--- config.mk ---
export PLATFORM = sky130hd
export DESIGN_NAME = bb3_fifo
export DESIGN_NICKNAME = d
export VERILOG_FILES = /design/src/hw/rtl/bb3_pkg.sv /design/src/hw/rtl/bb3_fifo.sv
export SDC_FILE = /design/constraint.sdc
export NUM_CORES = 1
export LEC_CHECK = 0
export BUFFER_PORTS_ARGS = -buffer_cell sky130_fd_sc_hd__buf_2
export CORE_MARGIN = 2
export CORE_UTILIZATION = 24
export DETAILED_ROUTE_END_ITERATION = 10
export PLACE_DENSITY = 0.47
export SLEW_MARGIN = 20
export SYNTH_ARGS = -nofsm -noshare
export SYNTH_HDL_FRONTEND = slang
export SYNTH_SLANG_ARGS = --single-unit
--- constraint.sdc ---
create_clock -name clock -period 3.45 [get_ports clock]
set_clock_uncertainty 0.05 [all_clocks]
set_input_delay 0.1725 -clock clock [delete_from_list [all_inputs] [get_ports clock]]
set_output_delay 0.1725 -clock clock [all_outputs]
set_load 0.02 [all_outputs]
--- src/hw/rtl/bb3_pkg.sv ---
// Package for the 3x3 RGB box blur: pixel and stage types, register codes and
// the reciprocal constants of the rounding divide. No dependencies.
`default_nettype none

package bb3_pkg;

   localparam int CFG_BITS       = 11;
   localparam int CSR_INDEX_BITS = 2;

   localparam logic [CSR_INDEX_BITS-1:0] REG_IMAGE_WIDTH  = 2'd0;
   localparam logic [CSR_INDEX_BITS-1:0] REG_IMAGE_HEIGHT = 2'd1;

   // result buffer depth, also the credit limit on the request side
   localparam int OUT_DEPTH = 8;

   localparam int COL_SUM_BITS = 10;  // three 8-bit samples
   localparam int SUM_BITS     = 12;  // nine 8-bit samples
   localparam int NUM_BITS     = 13;  // 2*sum + count
   localparam int RECIP_BITS   = 14;
   localparam int RECIP_SHIFT  = 16;
   localparam int PROD_BITS    = NUM_BITS + RECIP_BITS;

   // ceil(2^16 / (2*n)) for n = 4, 6, 9; exact for every numerator below 4600
   localparam logic [RECIP_BITS-1:0] RECIP_QUAD = 14'd8192;
   localparam logic [RECIP_BITS-1:0] RECIP_EDGE = 14'd5462;
   localparam logic [RECIP_BITS-1:0] RECIP_FULL = 14'd3641;

   localparam logic [3:0] AREA_QUAD = 4'd4;
   localparam logic [3:0] AREA_EDGE = 4'd6;
   localparam logic [3:0] AREA_FULL = 4'd9;

   typedef logic [CFG_BITS-1:0] cfg_type;

   // blue in the low byte, red in the high byte
   typedef struct packed {
      logic [7:0] red;
      logic [7:0] green;
      logic [7:0] blue;
   } pixel_type;

   // per-item control from the counters to the window stage
   typedef struct packed {
      logic       valid;
      logic       emit;
      logic       pre_shift;   // average the window before this item shifts in
      logic       have_pixel;
      logic [2:0] col_ok;      // bit i: window column i lies in the neighborhood
      logic [2:0] row_ok;      // bit j: window row j lies in the neighborhood
      logic       last;
   } ctl_type;

   // neighborhood snapshot handed to the mean pipeline, index = col*3 + row
   typedef struct packed {
      logic            valid;
      logic            last;
      logic [2:0]      col_ok;
      logic [2:0]      row_ok;
      pixel_type [8:0] pix;
   } win_type;

   typedef struct packed {
      logic      last;
      pixel_type pix;
   } rsp_type;

   function automatic logic [1:0] count3(input logic [2:0] m);
      return {1'b0, m[0]} + {1'b0, m[1]} + {1'b0, m[2]};
   endfunction

endpackage

`default_nettype wire

--- src/hw/rtl/bb3_fifo.sv ---
// Result buffer between the mean pipeline and the rsp stream; its depth matches
// the credit limit in bb3_ctl. Uses bb3_pkg.
`default_nettype none

module bb3_fifo (
   input  wire logic             clock,
   input  wire logic             reset,
   input  wire logic             wr_valid,
   input  wire bb3_pkg::rsp_type wr_data,
   output      logic             rd_valid,
   input  wire logic             rd_ready,
   output      bb3_pkg::rsp_type rd_data
);

   localparam int PTB = $clog2(bb3_pkg::OUT_DEPTH);
   localparam int CNB = $clog2(bb3_pkg::OUT_DEPTH + 1);

   bb3_pkg::rsp_type mem_ff [bb3_pkg::OUT_DEPTH];
   logic [PTB-1:0]   wp_ff, wp_in, rp_ff, rp_in;
   logic [CNB-1:0]   cnt_ff, cnt_in;
   logic             rd_fire;

   assign rd_valid = cnt_ff != '0;
   assign rd_fire  = rd_valid && rd_ready;
   assign rd_data  = mem_ff[rp_ff];

   always_comb begin
      wp_in  = wr_valid ? wp_ff + PTB'(1) : wp_ff;
      rp_in  = rd_fire ? rp_ff + PTB'(1) : rp_ff;
      cnt_in = cnt_ff + CNB'(wr_valid) - CNB'(rd_fire);
   end

   always_ff @(posedge clock) begin
      if (reset) begin
         wp_ff  <= '0;
         rp_ff  <= '0;
         cnt_ff <= '0;
      end else begin
         wp_ff  <= wp_in;
         rp_ff  <= rp_in;
         cnt_ff <= cnt_in;
      end
      if (wr_valid) begin
         mem_ff[wp_ff] <= wr_data;
      end
   end

   a_no_overflow: assert property (@(posedge clock) disable iff (reset)
      wr_valid |-> cnt_ff != CNB'(bb3_pkg::OUT_DEPTH))
      else $error("result buffer overflow");

   a_count_tracks_ptrs: assert property (@(posedge clock) disable iff (reset)
      cnt_ff != CNB'(bb3_pkg::OUT_DEPTH) |-> PTB'(wp_ff - rp_ff) == PTB'(cnt_ff))
      else $error("result buffer count out of step with pointers");

endmodule

`default_nettype wire
==> results.cfg <==
[flow_run]
drv_cap = 0

[timing]
fin_crit_sh_pct = 81.7
fin_hold_ws_ns = 0.429
period_minus_slack_ns = 2.82
setup_viol_count_final = 0
fmax_ghz = 0.355
tns_ns = 0
slew_headroom_pct = 49.7
tightestPinTransition_ns = 0.753
rsz0062_at_grt = no
hold_viol_final = 0
final-max-slew-violation-count = 0

[detailed_routing]
drt_pass1_iterations = 4
num_vias = 3896
first_iter_violations = 252
drtAntennaViolNets = 0
drc = 0
post_drt_wl_per_cell_um = 18.2
drt_wl_total_um = 17200
via_per_inst = 4.11

[global_route]
grt-ovfl-total = 0
grt_usage_pct = 9.65
use_met1_pct = 12.1
grt_max_degree = 27
antenna_found_initial = 1
use_met3_pct = 2.15
grt_pass1_vias = 4301
met2_usage_pct = 16.9
grt_pass1_wl_um = 26000
grt.busiest_layer = met2

[clock_network]
numCtsBuffers = 24
h-tree-depth = 1
clock_path_buffers = 3
root_buffer = clkbuf_16
cts_post_setup_buffers_inserted = 0
cts_tree = done
clk_pin_slew_ns = 0.05
cts_hold_buf = 29
clock_latency_ns = 0.50
ctsResizeCount = 0
clock_sinks = 213

[layout]
fillers = 3382
area_growth_pct = 24.4
drive_gt1_share_pct = 29.4
nNetsFinal = 512
final_area_sq_mm = 0.0104

[place]
place.gp.congestion = 0.658
hpwl_um = 10400
portBuffers = 54
post_dp_cell_area_sq_mm = 0.00928

[synthesis]
synthAdderAreaFrac_pct = 1.14
syn_avg_cell_area_sq_um = 22.8
syn-num-nets = 402
synth_cell_type_count = 24
synth-compound-area-share_pct = 0.644
synthSimpleGateAreaFrac_pct = 1.72
syn_inst = 366
synth-seq-area-share_pct = 75.1
yosys.area_share.xor_xnor_pct = 0.315
synth_mux_area_share_pct = 19.5
synth_top_family_by_area = multiplexers
synthesis.area_sq_mm = 0.00835
ys_ff_latch = 213
ys_warn_count = 0

[floorplan]
die_w_um = 191
num_rows = 68
core-area_sq_mm = 0.0344
initial_core_util_pct = 24.3
die_y_um = 191
dieArea_sq_mm = 0.0363
io_pins = 55

[worst_setup_path]
end_kind = output pin
worstPathArrival_ns = 2.60
cp-start-kind = flop
critical_path_class = flop to output pin
crit_required_ns = 3.23
cp_max_fo = 22

[pwr]
powerDensity_mw_per_mm2 = 629
ir_drop_uv = 338
power_uw = 6530
p_leak_uw = 0.00344

[min_path]
min_path_type = primary input to flop

[status]
status = finished, final reports clean
[synthesized netlist by cell type]
| library cell | number | share of area (%) |
|---|---|---|
| clkbuf_1 | 3 | 0.13 |
| ha_1 | 6 | 0.90 |
| buf_1 | 7 | 0.31 |
| inv_1 | 8 | 0.36 |
| xnor2_1 | 1 | 0.10 |
| xor2_1 | 2 | 0.21 |
| a21oi_1 | 6 | 0.36 |
| mux2i_1 | 1 | 0.12 |
| buf_6 | 6 | 0.81 |
| dfxtp_1 | 13 | 3.1 |
| mux2_2 | 27 | 3.6 |
| or3_1 | 1 | 0.075 |
| nor3b_1 | 1 | 0.090 |
| a31o_2 | 1 | 0.10 |
| nand2_1 | 5 | 0.22 |
| fa_1 | 1 | 0.24 |
| nor3_1 | 2 | 0.12 |
| edfxtp_1 | 200 | 72 |
| nor2_1 | 13 | 0.58 |
| o21ai_0 | 3 | 0.18 |
| nand2b_1 | 4 | 0.30 |
| nor2b_1 | 2 | 0.15 |
| mux4_1 | 50 | 16 |
| nand3_1 | 3 | 0.18 |
[path summary, 6_finish.rpt]
check,startpoint,depth (start not counted),slack (ns),to
worst max-delay path,flop,4,0.63,rd_data[24]
worst min-delay path,wr_data[0],2,0.43,mem_ff[0][0]
worst max register to register,cnt_ff[2],10,1.19,cnt_ff[1]
worst min register to register,rp_ff[2],2,0.46,rp_ff[2]
[registers in the layout (all words and copies together), names as in the netlist, named ones only]
register and flops:
cnt_ff 4, rp_ff 3, wp_ff 3, mem_ff 200
[power breakdown]
group          total, uW  leakage [uW]  internal [uW]  switching [uW]
sequential          2970       0.00192           2920            44.5
combinational        997       0.00112            447             551
clock               2570      0.000401           1620             950
[critical path: stages, from the launching register on]
cell and delay (ns):
dfxtp_2 0.53, buf_4 0.42, mux4_1 0.62, mux2_2 0.34, buf_2 0.18
[area by class of cell]
class                   instances  area [sq um]  share of cell area, %
flip-flops and latches        213          6270                   60.4
repair buffers                100           701                   6.75
diodes                          1          2.50                 0.0241
multi-input cells             129          2000                   19.3
clock inverters                13           166                   1.60
inverters                       8          30.0                  0.289
well taps                     455           569                   5.48
clock buffers                  30           644                   6.21
[kinds of logic (layout without fill, tap and decap cells)]
group / after synthesis / in the layout
AOI/OAI and AO/OA: 10 / 10
xor gates and xnor gates: 3 / 3
adders and majority gates: 7 / 7
buffers and inverters: 24 / 151
DFF: 213 / 213
muxes: 78 / 78
other: 0 / 1
and+or+nand+nor: 31 / 31
[layer usage]
layer,wire length [um],up-vias
li1,-,1783
met1,7260,2021
met2,8780,67
met3,925,25
met4,277,0
met5,0,-
[layout by cell type, fill, tap and decap left out, drive strengths merged, types with 4 or more instances in the layout]
cell type / netlist / routed
dlygate4sd3: 0 / 29
ha: 6 / 6
nand2b: 4 / 4
bufinv: 0 / 4
edfxtp: 200 / 200
nand2: 5 / 5
a21oi: 6 / 6
mux2: 27 / 27
buf: 13 / 71
nor2: 13 / 13
inv: 8 / 8
clkbuf: 3 / 30
mux4: 50 / 50
dfxtp: 13 / 13
clkinv: 0 / 9
[through the flow]
step / utilization (%) / setup WS, ns / instances
after CTS: 30.2 / 0.573 / 948
after floorplan: - / 0.730 / 366
after global placement: 27.0 / 1.15 / 876
final: 30.2 / 0.631 / 949
after detailed placement: 27.0 / 1.12 / 876
after global routing: 30.2 / 0.499 / 948
Power figures use the tool's default switching activity.
