File: config.mk
export PLATFORM = sky130hd
export DESIGN_NAME = bb3_mean
export DESIGN_NICKNAME = d
export VERILOG_FILES = /design/src/hw/rtl/bb3_pkg.sv /design/src/hw/rtl/bb3_mean.sv
export SDC_FILE = /design/constraint.sdc
export NUM_CORES = 2
export LEC_CHECK = 0
export ABC_AREA = 1
export BUFFER_PORTS_ARGS = -buffer_cell sky130_fd_sc_hd__buf_2
export CORE_UTILIZATION = 55
export DETAILED_ROUTE_END_ITERATION = 10
export HOLD_SLACK_MARGIN = 0.12
export PLACE_DENSITY = 0.77
export SLEW_MARGIN = 20
export SYNTH_ARGS = -nofsm -noshare
export SYNTH_HDL_FRONTEND = slang
export SYNTH_SLANG_ARGS = --single-unit
File: constraint.sdc
create_clock -name clock -period 5.2 [get_ports clock]
set_input_delay 1.04 -clock clock [delete_from_list [all_inputs] [get_ports clock]]
set_output_delay 1.04 -clock clock [all_outputs]
set_load 0.01 [all_outputs]
File: src/hw/rtl/bb3_pkg.sv
// Package for the 3x3 RGB box blur: pixel and stage types, register codes and
// the reciprocal constants of the rounding divide. No dependencies.
`default_nettype none

package bb3_pkg;

   localparam int CFG_BITS       = 11;
   localparam int CSR_INDEX_BITS = 2;

   localparam logic [CSR_INDEX_BITS-1:0] REG_IMAGE_WIDTH  = 2'd0;
   localparam logic [CSR_INDEX_BITS-1:0] REG_IMAGE_HEIGHT = 2'd1;

   // result buffer depth, also the credit limit on the request side
   localparam int OUT_DEPTH = 8;

   localparam int COL_SUM_BITS = 10;  // three 8-bit samples
   localparam int SUM_BITS     = 12;  // nine 8-bit samples
   localparam int NUM_BITS     = 13;  // 2*sum + count
   localparam int RECIP_BITS   = 14;
   localparam int RECIP_SHIFT  = 16;
   localparam int PROD_BITS    = NUM_BITS + RECIP_BITS;

   // ceil(2^16 / (2*n)) for n = 4, 6, 9; exact for every numerator below 4600
   localparam logic [RECIP_BITS-1:0] RECIP_QUAD = 14'd8192;
   localparam logic [RECIP_BITS-1:0] RECIP_EDGE = 14'd5462;
   localparam logic [RECIP_BITS-1:0] RECIP_FULL = 14'd3641;

   localparam logic [3:0] AREA_QUAD = 4'd4;
   localparam logic [3:0] AREA_EDGE = 4'd6;
   localparam logic [3:0] AREA_FULL = 4'd9;

   typedef logic [CFG_BITS-1:0] cfg_type;

   // blue in the low byte, red in the high byte
   typedef struct packed {
      logic [7:0] red;
      logic [7:0] green;
      logic [7:0] blue;
   } pixel_type;

   // per-item control from the counters to the window stage
   typedef struct packed {
      logic       valid;
      logic       emit;
      logic       pre_shift;   // average the window before this item shifts in
      logic       have_pixel;
      logic [2:0] col_ok;      // bit i: window column i lies in the neighborhood
      logic [2:0] row_ok;      // bit j: window row j lies in the neighborhood
      logic       last;
   } ctl_type;

   // neighborhood snapshot handed to the mean pipeline, index = col*3 + row
   typedef struct packed {
      logic            valid;
      logic            last;
      logic [2:0]      col_ok;
      logic [2:0]      row_ok;
      pixel_type [8:0] pix;
   } win_type;

   typedef struct packed {
      logic      last;
      pixel_type pix;
   } rsp_type;

   function automatic logic [1:0] count3(input logic [2:0] m);
      return {1'b0, m[0]} + {1'b0, m[1]} + {1'b0, m[2]};
   endfunction

endpackage

`default_nettype wire

File: src/hw/rtl/bb3_mean.sv
// Rounded neighborhood mean: column sums, total plus half-divisor, multiply by the
// reciprocal of 2n. Three register stages. Uses bb3_pkg.
`default_nettype none

module bb3_mean (
   input  wire logic             clock,
   input  wire logic             reset,
   input  wire bb3_pkg::win_type s2,
   output      logic             out_valid,
   output      bb3_pkg::rsp_type out_data
);

   localparam int CSB = bb3_pkg::COL_SUM_BITS;
   localparam int SB  = bb3_pkg::SUM_BITS;
   localparam int NB  = bb3_pkg::NUM_BITS;
   localparam int MB  = bb3_pkg::RECIP_BITS;
   localparam int PB  = bb3_pkg::PROD_BITS;

   // column sums
   logic           a_valid_ff, a_last_ff;
   logic [2:0]     a_col_ok_ff;
   logic [1:0]     a_nrows_ff;
   logic [CSB-1:0] a_sum_ff [3][3];   // [column][channel]
   logic [CSB-1:0] a_sum_in [3][3];

   // numerators and reciprocal
   logic          b_valid_ff, b_last_ff;
   logic [NB-1:0] b_x_ff [3];
   logic [NB-1:0] b_x_in [3];
   logic [MB-1:0] b_recip_ff, b_recip_in;

   // products
   logic          c_valid_ff, c_last_ff;
   logic [PB-1:0] c_prod_ff [3];

   logic [1:0]    ncols;
   logic [3:0]    area;
   logic [SB-1:0] total;

   always_comb begin
      for (int i = 0; i < 3; i++) begin
         for (int ch = 0; ch < 3; ch++) begin
            a_sum_in[i][ch] = '0;
            for (int j = 0; j < 3; j++) begin
               if (s2.row_ok[j]) begin
                  a_sum_in[i][ch] = a_sum_in[i][ch] + CSB'(s2.pix[i*3+j][8*ch +: 8]);
               end
            end
         end
      end
   end

   always_comb begin
      ncols = bb3_pkg::count3(a_col_ok_ff);
      if (ncols == 2'd3 && a_nrows_ff == 2'd3) begin
         area       = bb3_pkg::AREA_FULL;
         b_recip_in = bb3_pkg::RECIP_FULL;
      end else if (ncols == 2'd3 || a_nrows_ff == 2'd3) begin
         area       = bb3_pkg::AREA_EDGE;
         b_recip_in = bb3_pkg::RECIP_EDGE;
      end else begin
         area       = bb3_pkg::AREA_QUAD;
         b_recip_in = bb3_pkg::RECIP_QUAD;
      end
      total = '0;
      for (int ch = 0; ch < 3; ch++) begin
         total = '0;
         for (int i = 0; i < 3; i++) begin
            if (a_col_ok_ff[i]) begin
               total = total + SB'(a_sum_ff[i][ch]);
            end
         end
         // (2S + n) / (2n) rounds half up
         b_x_in[ch] = {total, 1'b0} + NB'(area);
      end
   end

   always_ff @(posedge clock) begin
      if (reset) begin
         a_valid_ff <= 1'b0;
         b_valid_ff <= 1'b0;
         c_valid_ff <= 1'b0;
      end else begin
         a_valid_ff <= s2.valid;
         b_valid_ff <= a_valid_ff;
         c_valid_ff <= b_valid_ff;
      end
      a_last_ff   <= s2.last;
      a_col_ok_ff <= s2.col_ok;
      a_nrows_ff  <= bb3_pkg::count3(s2.row_ok);
      a_sum_ff    <= a_sum_in;
      b_last_ff   <= a_last_ff;
      b_x_ff      <= b_x_in;
      b_recip_ff  <= b_recip_in;
      c_last_ff   <= b_last_ff;
      for (int ch = 0; ch < 3; ch++) begin
         c_prod_ff[ch] <= PB'(b_x_ff[ch]) * PB'(b_recip_ff);
      end
   end

   assign out_valid      = c_valid_ff;
   assign out_data.last  = c_last_ff;
   assign out_data.pix.blue  = c_prod_ff[0][bb3_pkg::RECIP_SHIFT +: 8];
   assign out_data.pix.green = c_prod_ff[1][bb3_pkg::RECIP_SHIFT +: 8];
   assign out_data.pix.red   = c_prod_ff[2][bb3_pkg::RECIP_SHIFT +: 8];

endmodule

`default_nettype wire

==> qor.yml <==
rows: 82
cts.clk_slew.worst_paths_ps: 70
synth_seq_cells: 166
die_y_um: 229
max_freq_mhz: 201
ios: 252
place_hpwl_um: 58700
min_period_ps: 4970
port_buffers: 251
finalCritPeriodShare: 0.956
slew_headroom: 0.427
ys_top_cells_by_count: "nand2_1, inv_1, ha_1"
hold-worst-slack_ps: 330
cts.sink_count: 166
postPlaceCellArea_um2: 30500
worstHoldStart: "b_last_ff"
post-route-cell-area_um2: 31300
synth.cell_area_um2: 28300
yosys.cell_types.count: 49
worstSetupPathType: "reg2reg"
gp_congestion: 0.988
antenna_found_initial: 8
report.final.slew_viol_count: 0
grt_usage: 0.267
grt_first_pass_wirelength_um: 114000
ff2ff_setup_slack_ps: 230
combPwrFrac: 0.809
async_flop_share: 0
p_switching_mw: 9.04
synth_top_area_share: 0.223
path_max_fanout: 14
avgSynthCellArea_um2: 7.33
ys_seq_area_frac: 0.117
initialDrtViolationCount: 1317
r2r-start: "b_recip_ff[11]"
cts_hold_buf: 0
core_area_um2: 50500
die_area_um2: 52400
hold_path_class: "reg2reg"
timing.rr.end: "c_prod_ff[0][23]"
synth-main-ff-cell: "dfxtp_1"
cts-buffers-inserted: 17
clockBufferDepth: 2
worstPathRequired_ps: 5600
ys_top_cells_by_area: "fa_1, ha_1, nand2_1"
hold-path-endpoint: "c_last_ff"
start_util: 0.561
ff_latch_area_um2: 3330
drc_errors: 0
hold_viol: 0
wl_um: 68600
worstMarginPinSlew_ps: 860
grt_max_degree: 88
clk_latency_ps: 470
overflow: 0
layout-drive-gt1-share: 0.105
ff2ff_path_depth: 22
drv_cap: 0
ant_nets: 0
hold_path_depth: 0
p_seq_frac: 0.116
p_leak_nw: 18.5
die_w_um: 229
area_growth_syn_to_layout_pct: 10.4
start_kind: "flop"
finalSetupViolCount: 0
critPathLaunch: "b_recip_ff[11]"
yosysTopAreaCell: "fa_1"
synth_edf_count: 0
final_nets: 5072
drtPass1Iterations: 6
grt_pass1_vias: 24200
htree_num_levels: 4
status: "finished clean"
vias: 24400
routed_via_density: 5.09
drt-wirelength-per-cell_um: 14.3
skew_ps: 14.0
root_buffer: "clkbuf_16"
synth_most_common_cell: "nand2_1"
syn-num-nets: 4833
power.density_nw_per_um2: 537
intPower_mw: 7.78
pwr-share-clk: 0.075
end_kind: "flop"
multiInputGateArea_um2: 21600
synth_cells: 3867
cts_tree: "yes"
nFillCells: 4646
yosysWarnings: 0
peakVddDrop_v: 0.000447
arrival_ps: 5370
power_switching_share: 0.537
## layout make-up
class	instances	share of cell area
tap	672	0.0269
timing repair buffer	295	0.0549
multi-input combinational	2754	0.689
clock inverter	14	0.00444
antenna	1	0.0000799
sequential	166	0.106
clock buffer	17	0.0136
inverter	872	0.105
## power groups by stage
| stage | Sequential [mW] | Combinational, mW | Clock, mW |
|---|---|---|---|
| floorplan | 1.92 | 9.99 | 0 |
| global placement | 1.96 | 12.8 | 0 |
| detailed placement | 1.96 | 13.1 | 0 |
| CTS | 1.94 | 13.2 | 1.28 |
| global route | 1.99 | 15.9 | 1.33 |
| finish | 1.95 | 13.6 | 1.26 |
## per-layer routing
| metal | up-vias | GRT usage | share of wire |
|---|---|---|---|
| met5 | - | 0 | 0.0011 |
| met2 | 666 | 0.448 | 0.46 |
| met1 | 11100 | 0.349 | 0.45 |
| met4 | 14 | 0.101 | 0.036 |
| met3 | 131 | 0.0382 | 0.053 |
| li1 | 12500 | - | - |
## flip-flops by register name, indices dropped and copies added, names as in the netlist
register	cells
c_last_ff	1
b_recip_ff	4
b_x_ff	37
a_valid_ff	1
a_nrows_ff	2
a_last_ff	1
b_last_ff	1
c_prod_ff	24
a_sum_ff	90
out_valid	1
a_col_ok_ff	3
b_valid_ff	1
## stage by stage
| step | power [mW] | worst slack, ps | cells | util | setup TNS [ps] |
|---|---|---|---|---|---|
| CTS | 16.4 | 66.0 | 4784 | 0.615 | 0 |
| finish | 16.8 | 227 | 4791 | 0.620 | 0 |
| global route | 19.2 | -35.4 | 4791 | 0.620 | -50.8 |
| global placement | 14.8 | 154 | 4753 | 0.604 | 0 |
| detailed placement | 15.0 | 111 | 4753 | 0.604 | 0 |
| floorplan | 11.9 | 74.5 | 3867 | - | 0 |
## worst max-delay path: stages, from the launching register on
cell and delay (ps):
dfxtp_4 400, buf_12 170, nand2_1 100, fa_1 590
inv_1 80, fa_1 540, inv_1 50, fa_1 470
inv_1 50, fa_1 480, inv_1 50, fa_1 470
inv_1 40, ha_1 330, a21o_1 200, nand2_1 60
nand2_1 50, a31oi_1 170, nand3_2 150, nand2_1 90
nand2_1 80, a21oi_2 140, xor2_1 150
## kinds of logic after synthesis
family                   after synthesis  synth area share
XOR/XNOR                             164            0.0507
buffers and inverters                947             0.127
adder cells (fa/ha/maj)              740             0.410
AO/OA/AOI/OAI                        493            0.0936
AND/OR/NAND/NOR                     1357             0.202
flip-flops                           166             0.117
## repair_timing
| action | 4_1_cts | 5_1_grt |
|---|---|---|
| gates resized for setup | 0 | 52 |
| setup buffers | 0 | 3 |
| setup endpoints to repair | 0 | 15 |
## layout by cell type (no fill, tap or decap), drive strengths merged, types with 137 or more instances in the layout
| master | synthesis | routed |
|---|---|---|
| a21oi | 195 | 195 |
| buf | 24 | 292 |
| dfxtp | 166 | 166 |
| fa | 315 | 315 |
| ha | 425 | 425 |
| inv | 870 | 879 |
| nand2 | 928 | 928 |
| nand3 | 207 | 207 |
| nor2 | 137 | 137 |
| o21ai | 222 | 222 |
## how the worst max path moves through the flow
stage / end / slack (ps) / depth (start not counted)
after detailed placement: c_prod_ff[0][50] / 110 / 17
after global placement: c_prod_ff[0][70] / 150 / 18
after CTS: c_prod_ff[0][50] / 70 / 17
after global routing: c_prod_ff[0][23] / -40 / 21
after floorplan: c_prod_ff[0][77] / 70 / 21
final: c_prod_ff[0][23] / 230 / 22
Power figures use the tool's default switching activity.
