`config.mk`:
```
export PLATFORM = sky130hd
export DESIGN_NAME = bb3_ctl
export DESIGN_NICKNAME = d
export VERILOG_FILES = /design/src/hw/rtl/bb3_pkg.sv /design/src/hw/rtl/bb3_ctl.sv
export SDC_FILE = /design/constraint.sdc
export NUM_CORES = 1
export LEC_CHECK = 0
export BUFFER_PORTS_ARGS = -buffer_cell sky130_fd_sc_hd__buf_2
export CORE_MARGIN = 2
export CORE_UTILIZATION = 45
export CTS_CLUSTER_DIAMETER = 80
export CTS_CLUSTER_SIZE = 20
export DETAILED_ROUTE_END_ITERATION = 16
export GPL_ROUTABILITY_DRIVEN = 0
export GPL_TIMING_DRIVEN = 0
export HOLD_SLACK_MARGIN = 0.02
export PLACE_DENSITY = 0.72
export SETUP_SLACK_MARGIN = 0.3
export SYNTH_ARGS = -nofsm -noshare
export SYNTH_HDL_FRONTEND = slang
export SYNTH_SLANG_ARGS = --single-unit
```
`constraint.sdc`:
```
create_clock -name clock -period 3.51 [get_ports clock]
set_clock_uncertainty 0.05 [all_clocks]
set_input_delay 0.1755 -clock clock [delete_from_list [all_inputs] [get_ports clock]]
set_output_delay 0.1755 -clock clock [all_outputs]
set_load 0.1 [all_outputs]
```
`src/hw/rtl/bb3_pkg.sv`:
```
// Package for the 3x3 RGB box blur: pixel and stage types, register codes and
// the reciprocal constants of the rounding divide. No dependencies.
`default_nettype none

package bb3_pkg;

   localparam int CFG_BITS       = 11;
   localparam int CSR_INDEX_BITS = 2;

   localparam logic [CSR_INDEX_BITS-1:0] REG_IMAGE_WIDTH  = 2'd0;
   localparam logic [CSR_INDEX_BITS-1:0] REG_IMAGE_HEIGHT = 2'd1;

   // result buffer depth, also the credit limit on the request side
   localparam int OUT_DEPTH = 8;

   localparam int COL_SUM_BITS = 10;  // three 8-bit samples
   localparam int SUM_BITS     = 12;  // nine 8-bit samples
   localparam int NUM_BITS     = 13;  // 2*sum + count
   localparam int RECIP_BITS   = 14;
   localparam int RECIP_SHIFT  = 16;
   localparam int PROD_BITS    = NUM_BITS + RECIP_BITS;

   // ceil(2^16 / (2*n)) for n = 4, 6, 9; exact for every numerator below 4600
   localparam logic [RECIP_BITS-1:0] RECIP_QUAD = 14'd8192;
   localparam logic [RECIP_BITS-1:0] RECIP_EDGE = 14'd5462;
   localparam logic [RECIP_BITS-1:0] RECIP_FULL = 14'd3641;

   localparam logic [3:0] AREA_QUAD = 4'd4;
   localparam logic [3:0] AREA_EDGE = 4'd6;
   localparam logic [3:0] AREA_FULL = 4'd9;

   typedef logic [CFG_BITS-1:0] cfg_type;

   // blue in the low byte, red in the high byte
   typedef struct packed {
      logic [7:0] red;
      logic [7:0] green;
      logic [7:0] blue;
   } pixel_type;

   // per-item control from the counters to the window stage
   typedef struct packed {
      logic       valid;
      logic       emit;
      logic       pre_shift;   // average the window before this item shifts in
      logic       have_pixel;
      logic [2:0] col_ok;      // bit i: window column i lies in the neighborhood
      logic [2:0] row_ok;      // bit j: window row j lies in the neighborhood
      logic       last;
   } ctl_type;

   // neighborhood snapshot handed to the mean pipeline, index = col*3 + row
   typedef struct packed {
      logic            valid;
      logic            last;
      logic [2:0]      col_ok;
      logic [2:0]      row_ok;
      pixel_type [8:0] pix;
   } win_type;

   typedef struct packed {
      logic      last;
      pixel_type pix;
   } rsp_type;

   function automatic logic [1:0] count3(input logic [2:0] m);
      return {1'b0, m[0]} + {1'b0, m[1]} + {1'b0, m[2]};
   endfunction

endpackage

`default_nettype wire

```
`src/hw/rtl/bb3_ctl.sv`:
```
// Frame control: size registers, column/row counters, neighborhood masks and the
// result credit count that gates req_tready. Uses bb3_pkg.
`default_nettype none

module bb3_ctl #(
   parameter int MAX_WIDTH  = 1024,
   parameter int MAX_HEIGHT = 1024
) (
   input  wire logic                                   clock,
   input  wire logic                                   reset,
   input  wire logic                                   req_tvalid,
   output      logic                                   req_tready,
   input  wire bb3_pkg::pixel_type                     req_tdata,
   input  wire logic                                   req_tuser,
   input  wire logic                                   csr_valid,
   output      logic                                   csr_ready,
   input  wire logic [bb3_pkg::CSR_INDEX_BITS-1:0]     csr_index,
   input  wire bb3_pkg::cfg_type                       csr_wdata,
   input  wire logic                                   rsp_fire,
   output      logic [$clog2(MAX_WIDTH)-1:0]           col,
   output      bb3_pkg::pixel_type                     pix,
   output      bb3_pkg::ctl_type                       s0
);

   localparam int CB  = $clog2(MAX_WIDTH);
   localparam int WB  = $clog2(MAX_WIDTH + 1);
   localparam int HB  = $clog2(MAX_HEIGHT + 1);
   localparam int RB  = $clog2(MAX_HEIGHT + 2);   // row runs to height+1 while draining
   localparam int CRB = $clog2(bb3_pkg::OUT_DEPTH + 1);

   bb3_pkg::cfg_type w_ff, w_in, h_ff, h_in;
   logic [CB-1:0]    c_ff, c_in;
   logic [RB-1:0]    r_ff, r_in;
   logic [CRB-1:0]   cr_ff, cr_in;

   logic [WB-1:0] w_eff, c_inc;
   logic [HB-1:0] h_eff;
   logic [RB-1:0] h_ext;
   logic          have_pixel, take, at_col0, pre, post, emit, last, csr_write;

   always_comb begin
      if (w_ff < bb3_pkg::cfg_type'(2)) begin
         w_eff = WB'(2);
      end else if (32'(w_ff) > MAX_WIDTH) begin
         w_eff = WB'(MAX_WIDTH);
      end else begin
         w_eff = WB'(w_ff);
      end
      if (h_ff < bb3_pkg::cfg_type'(2)) begin
         h_eff = HB'(2);
      end else if (32'(h_ff) > MAX_HEIGHT) begin
         h_eff = HB'(MAX_HEIGHT);
      end else begin
         h_eff = HB'(h_ff);
      end
   end

   assign h_ext      = RB'(h_eff);
   assign have_pixel = r_ff < h_ext;
   assign req_tready = cr_ff < CRB'(bb3_pkg::OUT_DEPTH);
   // a drain word during the frame or a pixel word while draining is dropped
   assign take       = req_tvalid && req_tready && (have_pixel != req_tuser);
   assign at_col0    = c_ff == '0;
   // column 0 of row r closes the last pixel of row r-2
   assign pre        = at_col0 && (r_ff >= RB'(2));
   assign post       = !at_col0 && (r_ff >= RB'(1));
   assign emit       = pre || post;
   assign last       = pre && (r_ff == h_ext + RB'(1));
   assign c_inc      = WB'(c_ff) + WB'(1);

   assign csr_ready = 1'b1;
   assign csr_write = csr_valid && csr_ready &&
                      (csr_index == bb3_pkg::REG_IMAGE_WIDTH ||
                       csr_index == bb3_pkg::REG_IMAGE_HEIGHT);

   always_comb begin
      w_in = w_ff;
      h_in = h_ff;
      c_in = c_ff;
      r_in = r_ff;
      if (take) begin
         if (last) begin
            c_in = '0;
            r_in = '0;
         end else if (c_inc >= w_eff) begin
            c_in = '0;
            r_in = r_ff + RB'(1);
         end else begin
            c_in = CB'(c_inc);
         end
      end
      if (csr_write) begin
         if (csr_index == bb3_pkg::REG_IMAGE_WIDTH) begin
            w_in = csr_wdata;
         end else begin
            h_in = csr_wdata;
         end
         c_in = '0;
         r_in = '0;
      end
      cr_in = cr_ff + CRB'(take && emit) - CRB'(rsp_fire);
   end

   always_ff @(posedge clock) begin
      if (reset) begin
         w_ff  <= bb3_pkg::cfg_type'(2);
         h_ff  <= bb3_pkg::cfg_type'(2);
         c_ff  <= '0;
         r_ff  <= '0;
         cr_ff <= '0;
      end else begin
         w_ff  <= w_in;
         h_ff  <= h_in;
         c_ff  <= c_in;
         r_ff  <= r_in;
         cr_ff <= cr_in;
      end
   end

   always_comb begin
      s0            = '0;
      s0.valid      = take;
      s0.emit       = emit;
      s0.pre_shift  = pre;
      s0.have_pixel = have_pixel;
      s0.last       = last;
      if (pre) begin
         s0.col_ok = 3'b110;
         s0.row_ok = {r_ff <= h_ext, 1'b1, r_ff >= RB'(3)};
      end else begin
         s0.col_ok = {2'b11, WB'(c_ff) >= WB'(2)};
         s0.row_ok = {r_ff < h_ext, 1'b1, r_ff >= RB'(2)};
      end
   end

   assign col = c_ff;
   assign pix = have_pixel ? req_tdata : '0;

   a_credit_bound: assert property (@(posedge clock) disable iff (reset)
      cr_ff <= CRB'(bb3_pkg::OUT_DEPTH))
      else $error("result credit above buffer depth");

   a_no_uncredited_rsp: assert property (@(posedge clock) disable iff (reset)
      rsp_fire |-> cr_ff != '0)
      else $error("result delivered without credit");

   a_last_ends_frame: assert property (@(posedge clock) disable iff (reset)
      take && last |=> c_ff == '0 && r_ff == '0)
      else $error("counters not cleared after frame end");

endmodule

`default_nettype wire

```
==> results.json <==
{
  "p_total_w": 0.00187,
  "synth_ff_type": "dfxtp_1",
  "cts_buffer_depth": 2,
  "core_sq_um": 8090,
  "dp_hpwl_um": 7680,
  "wl_per_cell_um": 16.1,
  "clock.fmax_mhz": 288,
  "synthArstFlopShare_pct": 0,
  "seq_area_sq_um": 973,
  "drive_gt1_share_pct": 39.8,
  "stdcell_count": 686,
  "cp-start-kind": "register",
  "drt-vias-per-instance": 5.57,
  "swShare_pct": 41.2,
  "hold_start": "csr_wdata[1]",
  "cp.required_ns": 3.72,
  "holdPathStages": 2,
  "synth_area_sq_um": 3710,
  "final_cell_mix": "buf_2 (58), nand2_1 (38), nand3_1 (37)",
  "initial_core_util_pct": 45.8,
  "slew_headroom_pct": 56.3,
  "htreeDepth": 2,
  "rows": 33,
  "first_iter_violations": 142,
  "rsz0062_at_grt": "true",
  "endpoint_kind": "register",
  "ir_drop_mv": 0.263,
  "cts_inserted_buffers": 5,
  "hp-class": "in -> reg",
  "ys_warn_count": 0,
  "fillers": 635,
  "fin_crit_sh_pct": 99.1,
  "slew_violations": 0,
  "fin_setup_tns_ns": 0,
  "firstDrtPassIters": 6,
  "p_sw_w": 0.000770,
  "grt_overflow": 0,
  "leakagePower_nw": 2.39,
  "grt_pass1_wl_um": 17000,
  "synth.top_cell.area_share_pct": 25.4,
  "reg2reg_depth": 16,
  "syn-instance-count": 457,
  "tightest_slew_ns": 0.655,
  "hold_end": "w_ff[1]$_SDFFE_PP1P_",
  "die_x_um": 94.8,
  "finalSetupViolCount": 0,
  "powerDensity_nw_per_um2": 344,
  "design_area_sq_um": 5440,
  "internal_power_w": 0.00110,
  "vias": 3820,
  "io_buffers": 84,
  "cts_sinks": 47,
  "synth.area.top_cells": "dfxtp_1 (25%), ha_1 (11%), nand3_1 (5.1%), nor2b_1 (4.7%), mux2i_1 (4.6%)",
  "synth.largest_area_cell": "dfxtp_1",
  "post-route-util_pct": 67.2,
  "insertion_delay_ns": 0.31,
  "detail-route-antenna-nets": 0,
  "postCtsHoldBufs": 0,
  "synth_edf_count": 0,
  "p_seq_share_pct": 31.6,
  "crit_type": "reg -> reg",
  "route.detailed.drc": 0,
  "post-route-min-period_ns": 3.48,
  "r2r-end": "cr_ff[1]$_SDFF_PP0_",
  "antenna_found_initial": 0,
  "place_area_sq_um": 4420,
  "reg2reg_slack_ns": 0.03,
  "antennaDiodeCount": 0,
  "fp.dieH_um": 94.8,
  "hold_viol_final": 0,
  "cap_violations": 0,
  "cts_root_buf": "clkbuf_8",
  "nets": 657,
  "grt_usage_pct": 23.7,
  "final_common_cell": "buf_2",
  "path_clk_slew_ns": 0.10,
  "multi_input_area_sq_um": 2920,
  "status": "finished clean",
  "yosysSeqAreaShare_pct": 25.4,
  "arrival_ns": 3.68,
  "placed_cells": 649,
  "comb_power_share_pct": 46.0,
  "die_area_sq_um": 8990,
  "syn_area_per_cell_sq_um": 8.12,
  "totalWireLength_um": 11000,
  "syn_to_final_growth_pct": 46.7,
  "grt_pass1_vias": 3641,
  "io_pins": 90,
  "clkPwrFrac_pct": 22.4,
  "cts_tree": "yes",
  "timing.rr.start": "h_ff[9]$_SDFFE_PP0P_",
  "synth_seq_cells": 47,
  "grt_start_max_net_pins": 17,
  "synth_cell_types": 66,
  "cp_max_fo": 5
}
## worst max-delay path, stage by stage, from the launching register on
cell and delay [ns]:
dfxtp_1 0.41, nor4_4 0.22, nand2_1 0.12, o211a_1 0.28
ha_2 0.19, nand2b_4 0.14, a211oi_4 0.25, o41ai_4 0.10
mux2i_2 0.28, nor2_2 0.09, inv_2 0.11, nand2_4 0.08
ha_4 0.26, inv_2 0.03, ha_4 0.15, fa_2 0.53
nor2b_1 0.12
## power groups by stage
stage | Clock (W) | Sequential (W) | Combinational, W
2_1_floorplan | 0 | 0.000605 | 0.000532
3_3_place_gp | 0 | 0.000601 | 0.000647
3_5_place_dp | 0 | 0.000603 | 0.000656
4_1_cts | 0.000421 | 0.000591 | 0.000793
5_1_grt | 0.000446 | 0.000596 | 0.000906
6_report | 0.000420 | 0.000591 | 0.000860
## routing by layer
| metal | routed length [um] | track usage [%] |
|---|---|---|
| met3 | 580 | 3.43 |
| met1 | 4630 | 28.8 |
| met5 | 0 | 0 |
| met4 | 187 | 7.13 |
| met2 | 5630 | 42.8 |
## sequential cells by signal, summed over array words and instances (netlist names)
| name | cells |
|---|---|
| col | 10 |
| cr_ff | 4 |
| h_ff | 11 |
| r_ff | 11 |
| w_ff | 11 |
## cells by family after synthesis
group           after synthesis  share of synthesized area [%]
buf+inv                      52                           6.85
xor+xnor                     24                           6.04
fa+ha+maj                    34                           11.7
other cells                   1                          0.101
simple gates                198                           28.1
mux                          18                           4.89
compound gates               83                           17.0
flops                        47                           25.4
## synth_stat cells, types with 3 or more instances
| cell type | count |
|---|---|
| inv_1 | 25 |
| or3_1 | 5 |
| buf_4 | 11 |
| o211ai_1 | 3 |
| nor4_1 | 6 |
| nand3_1 | 38 |
| nor3_1 | 3 |
| mux2i_1 | 17 |
| nor2_1 | 32 |
| nand2_1 | 41 |
| or4_1 | 3 |
| nand4_1 | 6 |
| xor2_1 | 7 |
| nor2b_1 | 28 |
| and3_1 | 8 |
| dfxtp_1 | 47 |
| o31ai_1 | 3 |
| a32o_1 | 6 |
| o21ai_0 | 7 |
| a31oi_1 | 7 |
| a21oi_1 | 25 |
| a21o_1 | 3 |
| ha_1 | 33 |
| xnor2_1 | 16 |
| o21ai_1 | 3 |
| nand2b_1 | 11 |
| clkbuf_1 | 11 |
## stage by stage
stage | setup WS [ns] | hold WS (ns)
after floorplan | 0.0216 | 0.243
after global placement | -0.469 | 0.363
after detailed placement | -0.542 | 0.378
after CTS | -0.0635 | 0.0523
after global routing | -0.0794 | 0.0625
final | 0.0320 | 0.0580
## final cells by class
type | instances | share of cell area, %
multi-input combinational | 361 | 53.7
clock inverter | 3 | 0.851
buffer | 27 | 3.95
sequential | 47 | 17.9
timing repair buffer | 113 | 18.1
clock buffer | 5 | 1.26
inverter | 25 | 1.86
tap | 105 | 2.41
## repair_timing
action / 4_1_cts / 5_1_grt
pin swaps: 13 / 17
gates resized for setup: 112 / 46
setup endpoints to repair: 48 / 53
cloned: 1 / 0
buffers inserted: 21 / 7
## how the worst max path moves through the flow
stage	start	end	slack (ns)	depth (start not counted)
floorplan	h_ff[3]$_SDFFE_PP0P_	pix[0]	0.02	11
global placement	h_ff[8]$_SDFFE_PP0P_	cr_ff[1]$_SDFF_PP0_	-0.47	18
detailed placement	h_ff[8]$_SDFFE_PP0P_	cr_ff[1]$_SDFF_PP0_	-0.54	18
CTS	h_ff[5]$_SDFFE_PP0P_	cr_ff[1]$_SDFF_PP0_	-0.06	17
global route	h_ff[5]$_SDFFE_PP0P_	cr_ff[1]$_SDFF_PP0_	-0.08	17
finish	h_ff[9]$_SDFFE_PP0P_	cr_ff[1]$_SDFF_PP0_	0.03	16
(Power assumes the default switching activity.)
